--- src/sv/bce_pkg.sv ---
// Package for the battery charge estimator: gain constants, breakpoint and
// charge tables, and the widths shared by the pipeline.
// No dependencies.
package bce_pkg;

    localparam int RAW_W     = 16;
    localparam int VOLT_W    = 10;
    localparam int PCT_W     = 7;
    localparam int GAIN_W    = 14;
    localparam int PROD_W    = RAW_W + GAIN_W;
    localparam int GAIN_SHIFT = 20;

    localparam logic [GAIN_W-1:0] GAIN_MULT = 14'd12006;

    // Curve length in use and the size of the breakpoint table behind it
    localparam int CURVE_POINTS = 8;
    localparam int TABLE_SLOTS  = 16;
    localparam int SEG_W        = $clog2(TABLE_SLOTS);

    // Offset into a segment never exceeds its span; the default table spans at most 40
    localparam int OFS_W        = 7;
    localparam int RISE_PROD_W  = PCT_W + OFS_W;
    localparam int RECIP_SHIFT  = 20;
    localparam int RECIP_W      = RECIP_SHIFT + 1;
    localparam int QPROD_W      = RISE_PROD_W + RECIP_W;

    localparam logic [PCT_W-1:0] FULL_PERCENT = 7'd100;

    typedef logic [VOLT_W-1:0] volt_t;
    typedef logic [PCT_W-1:0]  pct_t;

    localparam volt_t BP_VOLTS [TABLE_SLOTS] = '{
        10'd300, 10'd290, 10'd280, 10'd270, 10'd260, 10'd250, 10'd240, 10'd200,
        10'd200, 10'd200, 10'd200, 10'd200, 10'd200, 10'd200, 10'd200, 10'd200
    };

    localparam pct_t BP_CHARGE [TABLE_SLOTS] = '{
        7'd100, 7'd78, 7'd59, 7'd37, 7'd26, 7'd13, 7'd0, 7'd0,
        7'd0,   7'd0,  7'd0,  7'd0,  7'd0,  7'd0,  7'd0, 7'd0
    };

endpackage

--- src/sv/battery_charge_estimator_unit.sv ---
// Battery charge estimator top level: four-stage pipeline from raw sample to
// centivolts and charge percent. Depends on bce_pkg.
//
// Takes one left-aligned 16-bit supply sample per cycle and returns its
// voltage in hundredths of a volt, (raw_sample * 12006) >> 20, with the
// charge percent read off a piecewise-linear curve of descending
// breakpoints: 100 above the top point, 0 at or below the last, truncated
// linear interpolation in between. The pipeline has four register stages
// (gain multiply, breakpoint search, rise times offset, reciprocal multiply
// for the constant span and add); one item is taken every cycle while the
// result side does not stall.
// A stall on the result side holds each full stage whose later stages are
// all full; the other stages keep advancing.
module battery_charge_estimator_unit
    import bce_pkg::*;
(
    input  logic              clk,
    input  logic              rst_n,
    input  logic              sample_valid,
    output logic              sample_stall,
    input  logic [RAW_W-1:0]  raw_sample,
    output logic              result_valid,
    input  logic              result_stall,
    output logic [VOLT_W-1:0] supply_centivolts,
    output logic [PCT_W-1:0]  charge_percent
);

    localparam int LIMIT = (CURVE_POINTS > TABLE_SLOTS) ? TABLE_SLOTS : CURVE_POINTS;

    // Per-segment rise and span reciprocal; entry i is the segment below point i-1
    pct_t                rise_tab  [TABLE_SLOTS];
    logic [RECIP_W-1:0]  recip_tab [TABLE_SLOTS];

    assign rise_tab[0]  = '0;
    assign recip_tab[0] = '0;

    for (genvar g = 1; g < TABLE_SLOTS; g++)
    begin : g_seg
        localparam int SPAN  = int'(BP_VOLTS[g-1]) - int'(BP_VOLTS[g]);
        localparam int RECIP = (SPAN <= 0) ? 0 :
                               ((1 << RECIP_SHIFT) + SPAN - 1) / ((SPAN <= 0) ? 1 : SPAN);
        localparam int RISE  = (BP_CHARGE[g-1] >= BP_CHARGE[g]) ?
                               int'(BP_CHARGE[g-1]) - int'(BP_CHARGE[g]) : 0;
        assign rise_tab[g]  = PCT_W'(RISE);
        assign recip_tab[g] = RECIP_W'(RECIP);
    end

    // Stage valid bits and advance enables
    logic s1_valid_reg, s2_valid_reg, s3_valid_reg, s4_valid_reg;
    logic s1_adv, s2_adv, s3_adv, s4_adv;

    assign s4_adv = !s4_valid_reg || !result_stall;
    assign s3_adv = !s3_valid_reg || s4_adv;
    assign s2_adv = !s2_valid_reg || s3_adv;
    assign s1_adv = !s1_valid_reg || s2_adv;

    assign sample_stall = !s1_adv;

    // Stage 1: gain multiply
    logic [PROD_W-1:0] prod_reg, prod_next;
    assign prod_next = PROD_W'(raw_sample) * PROD_W'(GAIN_MULT);

    // Stage 2: breakpoint search
    volt_t              volt2_reg, volt2_next;
    volt_t              volt3_reg, volt4_reg;
    pct_t               base2_reg, base2_next, base3_reg;
    pct_t               rise2_reg, rise2_next;
    logic [OFS_W-1:0]   ofs2_reg, ofs2_next;
    logic [RECIP_W-1:0] recip2_reg, recip2_next, recip3_reg;
    logic [RISE_PROD_W-1:0] rp3_reg, rp3_next;
    pct_t               pct4_reg, pct4_next;
    logic [QPROD_W-1:0] qprod;
    logic [PCT_W:0]     pct_sum;

    logic              found;
    logic [SEG_W-1:0]  seg;
    volt_t             diff;

    always_comb
    begin
        found = 1'b0;
        seg   = '0;
        volt2_next = prod_reg[GAIN_SHIFT +: VOLT_W];
        for (int i = 0; i < LIMIT; i++)
        begin
            if (!found && (volt2_next > BP_VOLTS[i]))
            begin
                found = 1'b1;
                seg   = SEG_W'(i);
            end
        end
        diff = volt2_next - BP_VOLTS[seg];
        if (!found)
        begin
            base2_next  = '0;
            rise2_next  = '0;
            recip2_next = '0;
        end
        else if (seg == '0)
        begin
            base2_next  = FULL_PERCENT;
            rise2_next  = '0;
            recip2_next = '0;
        end
        else
        begin
            base2_next  = BP_CHARGE[seg];
            rise2_next  = rise_tab[seg];
            recip2_next = recip_tab[seg];
        end
        ofs2_next = diff[OFS_W-1:0];
    end

    // Stage 3: rise times offset
    assign rp3_next = RISE_PROD_W'(rise2_reg) * RISE_PROD_W'(ofs2_reg);

    // Stage 4: divide by span through its reciprocal, then add the segment base
    assign qprod     = QPROD_W'(rp3_reg) * QPROD_W'(recip3_reg);
    assign pct_sum   = {1'b0, base3_reg} + {1'b0, qprod[RECIP_SHIFT +: PCT_W]};
    assign pct4_next = pct_sum[PCT_W-1:0];

    always_ff @(posedge clk or negedge rst_n)
    begin
        if (!rst_n)
        begin
            s1_valid_reg <= 1'b0;
            s2_valid_reg <= 1'b0;
            s3_valid_reg <= 1'b0;
            s4_valid_reg <= 1'b0;
        end
        else
        begin
            if (s1_adv) s1_valid_reg <= sample_valid;
            if (s2_adv) s2_valid_reg <= s1_valid_reg;
            if (s3_adv) s3_valid_reg <= s2_valid_reg;
            if (s4_adv) s4_valid_reg <= s3_valid_reg;
        end
    end

    always_ff @(posedge clk)
    begin
        if (s1_adv)
        begin
            prod_reg <= prod_next;
        end
        if (s2_adv)
        begin
            volt2_reg  <= volt2_next;
            base2_reg  <= base2_next;
            rise2_reg  <= rise2_next;
            ofs2_reg   <= ofs2_next;
            recip2_reg <= recip2_next;
        end
        if (s3_adv)
        begin
            volt3_reg  <= volt2_reg;
            base3_reg  <= base2_reg;
            recip3_reg <= recip2_reg;
            rp3_reg    <= rp3_next;
        end
        if (s4_adv)
        begin
            volt4_reg <= volt3_reg;
            pct4_reg  <= pct4_next;
        end
    end

    assign result_valid      = s4_valid_reg;
    assign supply_centivolts = volt4_reg;
    assign charge_percent    = pct4_reg;

endmodule

--- config.mk ---
export PLATFORM = sky130hd
export DESIGN_NAME = battery_charge_estimator_unit
export DESIGN_NICKNAME = d
export VERILOG_FILES = /design/src/sv/bce_pkg.sv /design/src/sv/battery_charge_estimator_unit.sv
export SDC_FILE = /design/constraint.sdc
export NUM_CORES = 1
export LEC_CHECK = 0
export ABC_AREA = 1
export BUFFER_PORTS_ARGS = -buffer_cell sky130_fd_sc_hd__buf_2
export CORE_UTILIZATION = 30
export DETAILED_ROUTE_END_ITERATION = 10
export PLACE_DENSITY_LB_ADDON = 0.1
export SKIP_CTS_REPAIR_TIMING = 1
export SYNTH_ARGS = -nofsm -noshare
export SYNTH_HDL_FRONTEND = slang
export SYNTH_SLANG_ARGS = --single-unit
--- constraint.sdc ---
create_clock -name clk -period 6.1 [get_ports clk]
set_clock_uncertainty 0.05 [all_clocks]
set_input_delay 1.22 -clock clk [delete_from_list [all_inputs] [get_ports clk]]
set_output_delay 1.22 -clock clk [all_outputs]
set_load 0.02 [all_outputs]
---- After elaboration in Yosys (flattened, before gate mapping) ----
Memories as Yosys holds them, arrays and structs flattened. A register that Yosys moved wholly into a read port is not among the register bits.
Cells that the tools add are included.
operators by class
  multipliers ............................. 3
  mux-type cells .......................... 20
  $lt $le $gt $ge ......................... 9
  add/sub/neg operators ................... 2
  reduce and logical (&&, ||, !) cells .... 26
  bitwise logic cells ..................... 2
operator list
  operator                number
  $gt 10x9->1 const B     5
  $mux 7                  5
  $gt 10x8->1 const B     3
  $mul 16x13->29 const B  1
  $mul 14x21->27          1
  $mux 4                  6
  $mul 7x7->14            1
  $logic_not 1->1         13
  $mux 1                  9
  $add 7x7->7             1
  $logic_and 1x1->1       7
  $sub 7x7->7             1
  $ge 5x5->1 const B      1
  $not 4->5               1
  $logic_not 4->1         1
  $logic_or 1x1->1        4
  $reduce_or 2->1         1
  $not 1->1               1
word-level totals
  memories ................................ 4
  output and inout port bits .............. 19
  register bits after elaboration ......... 126
  memory bits (read-only) ................. 720
  bits of input ports ..................... 20
memory list
  name              words  width  read ports  clocked after Yosys merged registers in  write ports  line                                  source
  (name not given)  16     21     1           1                                        0            battery_charge_estimator_unit.sv:109  recip2_next = recip_tab[seg];
  (name not given)  16     10     1           0                                        0            battery_charge_estimator_unit.sv:92   diff = volt2_next - BP_VOLTS[seg];
  (name not given)  16     7      1           1                                        0            battery_charge_estimator_unit.sv:108  rise2_next = rise_tab[seg];
  (name not given)  16     7      1           0                                        0            battery_charge_estimator_unit.sv:107  base2_next = BP_CHARGE[seg];

---- Longest topological paths before layout ----
  depth after elaboration ................. 28
  depth in mapped cells ................... 39

---- Least setup slack after synthesis ----
Ideal clock, no wire load.
  path kind ............................... flip-flop to flip-flop
  start ................................... register recip3_reg[14]
  end ..................................... register pct4_reg[6], in the netlist charge_percent[6], data pin
  required time ........................... 5.796 ns
  setup time .............................. 0.254 ns
  clock period less this slack ............ 6.656 ns
  cell stages (with the launch flop) ...... 33
  arrival time ............................ 6.353 ns
  slack ................................... -0.556 ns
  path through ............................ edfxtp_1 clkbuf_1 nand2_1 inv_1 fa_1 inv_1 fa_1 inv_1 fa_1 inv_1 fa_1 inv_1 fa_1 inv_1 fa_1 inv_1 ha_1 a21o_1 a21oi_1 nor3_1 nor2_1 nand2_1 xor2_1 ha_1 fa_1 nand2_1 o211ai_1 inv_1 nand2_1 nand3_1 nand2_1 nand2_1 nand2_1
on the way
  cells in the longest elaborated chain, start to end .. 2
ends and longest elaborated chain
  element                 line                                  source
  start, declared         battery_charge_estimator_unit.sv:69   logic [RECIP_W-1:0] recip2_reg, recip2_next, recip3_reg;
  start signal, assigned  battery_charge_estimator_unit.sv:158  recip3_reg <= recip2_reg;
  $mul 14x21->27          battery_charge_estimator_unit.sv:118  assign qprod = QPROD_W'(rp3_reg) * QPROD_W'(recip3_reg);
  $add 7x7->7             battery_charge_estimator_unit.sv:119  assign pct_sum = {1'b0, base3_reg} + {1'b0, qprod[RECIP_SHIFT +: PCT_W]};
  net pct_sum[6]          battery_charge_estimator_unit.sv:73   logic [PCT_W:0] pct_sum;
  end signal, assigned    battery_charge_estimator_unit.sv:164  pct4_reg <= pct4_next;
  end, declared           battery_charge_estimator_unit.sv:71   pct_t pct4_reg, pct4_next;
The timed path passes the listed nets, and every way through them passes these cells.
A chain may end at the register's enable or synchronous reset.

---- Worst setup path after layout ----
Same ends and word-level chain as after synthesis.

==> impl_metrics.py <==
metrics = {
    "status": {
        "outcome": "complete, but fails checks",
        "failed_checks": "negative setup slack",
    },
    "logic_synthesis": {
        "ys_seq_area_share_pct": 19.1,
        "syn-instance-count": 1666,
        "syn_nets": 2124,
        "synth_top_cell_by_area": "fa_1",
        "synth_area_leaders": "fa_1 (29%), edfxtp_1 (18%), ha_1 (18%)",
        "synth.ff_latch_count": 96,
        "syn-mean-instance-area_um2": 8.99,
        "synth_edf_count": 92,
        "yosysMostFrequentCell": "inv_1",
        "async_flop_share_pct": 4.17,
        "synth_area_um2": 15000,
        "yosysWarnings": 0,
        "synth_common_cells": "inv_1 (454), nand2_1 (273), fa_1 (219), ha_1 (219)",
        "synth_top_flop_cell": "edfxtp_1",
        "synthDistinctLibCells": 43,
        "yosys.area.top_type_share_pct": 29.3,
    },
    "setup_path": {
        "path_class": "reg2reg",
        "rrSetupSlack_ps": -530,
        "crit_start": "recip3_reg[14]",
        "worst_path_max_delay_cell": "fa_1",
        "cp-end-kind": "flip-flop",
        "r2r-start": "recip3_reg[14]",
        "cp.required_ps": 6160,
        "start_kind": "flip-flop",
        "worst-path-max-fanout": 7,
        "crit_top_cell": "fa_1",
        "cp_slowest_stage_delay_ps": 560,
        "arrival_ps": 6690,
    },
    "detailed_routing": {
        "top_layer_used": "met4",
        "wire_per_inst_um": 15.2,
        "met2_length_mm": 18.0,
        "wl_mm": 38.1,
        "drtIter0Drc": 431,
        "ant_nets": 0,
        "met1_length_mm": 19.0,
        "vias_per_cell": 4.30,
        "drtPass1Iterations": 5,
        "wl_met3_um": 774,
        "num_vias": 10799,
        "drc": 0,
    },
    "cts": {
        "cts-buffers-inserted": 9,
        "clkTransAtPathRegs_ps": 70,
        "cts_root_buffer": "clkbuf_16",
        "cts_buffer_depth": 2,
        "clock_latency_ps": 340,
        "h-tree-depth": 3,
        "cts_sinks": 96,
        "cts_tree": "done",
    },
    "placed_design": {
        "dpl.hpwl_mm": 33.9,
        "gp_congestion": 0.844,
        "port_buffers": 38,
    },
    "die": {
        "die_h_um": 225,
        "ios": 39,
        "rows": 81,
        "core_um2": 49200,
        "start_util_pct": 30.5,
        "dieArea_um2": 50800,
        "die_w_um": 225,
    },
    "global_route": {
        "grt_max_degree": 37,
        "grtUsageTotal_pct": 15.9,
        "grt_pass1_wl_mm": 62.5,
        "grt_pass1_vias": 11666,
        "antenna_found_initial": 0,
        "overflow": 0,
    },
    "timing": {
        "report.final.slew_viol_count": 0,
        "relSlewSlack_pct": 61.1,
        "setup_viol": 6,
        "hold_viol": 0,
        "rsz0062_at_grt": "yes",
        "post-route-period-util_pct": 109,
        "timing.final.ws_setup_ps": -527,
        "worst_pin_slew_ps": 577,
        "finalSetupTns_ps": -1960,
        "fin_crit_ps": 6630,
        "clock.fmax_mhz": 151,
    },
    "finish": {
        "ff_latch_area_um2": 2860,
        "antennaDiodeCount": 0,
        "largest_reg_flops": 14,
        "fill_cells": 5159,
        "layout.nets": 2300,
        "area_delta_synth_final_pct": 18.7,
        "drive_above_1_share_pct": 17.1,
        "multi_input_area_um2": 10800,
    },
    "flow_run": {
        "max_cap_violations": 0,
    },
    "worst_hold_path": {
        "hp-start": "volt3_reg[0]",
        "hp-class": "reg2reg",
    },
}
cells in the final DEF, fill, tap and decap left out, drive strengths merged, types with 6 or more instances in the layout:
master and instances:
inv 457, nand2 281, fa 219, ha 219, buf 172, nor2 101, edfxtp 92, a21oi 68
nand3 49, o21ai 43, xor2 31, nor3 21, a21o 15, nand4 15, clkbuf 11, xnor2 10
o21bai 7, or2 6
per-layer routing:
layer,vias up,GRT usage (%)
li1,5489,-
met1,5183,22.5
met2,110,26.7
met3,17,1.25
met4,0,2.44
met5,-,0
path summary, 6_finish.rpt:
kind,to,cells after the start
hold reg to reg,supply_centivolts[0],0
hold / removal,supply_centivolts[0],0
setup reg to reg,charge_percent[6],29
max in group asynchronous,s3_valid_reg,1
min in group asynchronous,result_valid,1
setup / recovery,charge_percent[6],29
metrics by stage:
step | hold WS (ps) | cells | setup slack [ps] | area [µm²] | utilization [%]
final | 362 | 2511 | -527 | 17800 | 36.2
after global routing | 367 | 2511 | -836 | 17800 | 36.2
after CTS | 359 | 2504 | -722 | 17400 | 35.3
after detailed placement | 355 | 2488 | -704 | 17100 | 34.7
after global placement | 351 | 2488 | -732 | 17100 | 34.7
after floorplan | 350 | 1666 | -138 | 15100 | -
critical path, delay by kind of cell (launching register included):
family          cells  cell delay, ps
fa+ha+maj           9            3810
simple gates        9             690
compound gates      4             610
buf+inv             6             570
flops               1             460
xor+xnor            1             200
area by class of cell:
type                    instances  share of cell area (%)
clock buffers                  11                    1.31
clock inverters                 5                   0.457
inverters                     457                    9.66
multi-input cells            1106                    60.9
flip-flops and latches         96                    16.1
well taps                     664                    4.67
repair buffers                172                    6.94
kinds of logic (layout without fill, tap and decap cells):
group                      Yosys count  after routing  share of synthesized area, %
and+or+nand+nor                    478            478                          13.6
AOI/OAI and AO/OA                  149            149                          5.67
xor gates and xnor gates            41             41                          2.40
DFF                                 96             96                          19.1
adders and majority gates          438            438                          47.5
buffers and inverters              464            645                          11.7
Power is not shown: default switching activity piles up to over one toggle a cycle in this logic, so the estimate is an artifact.
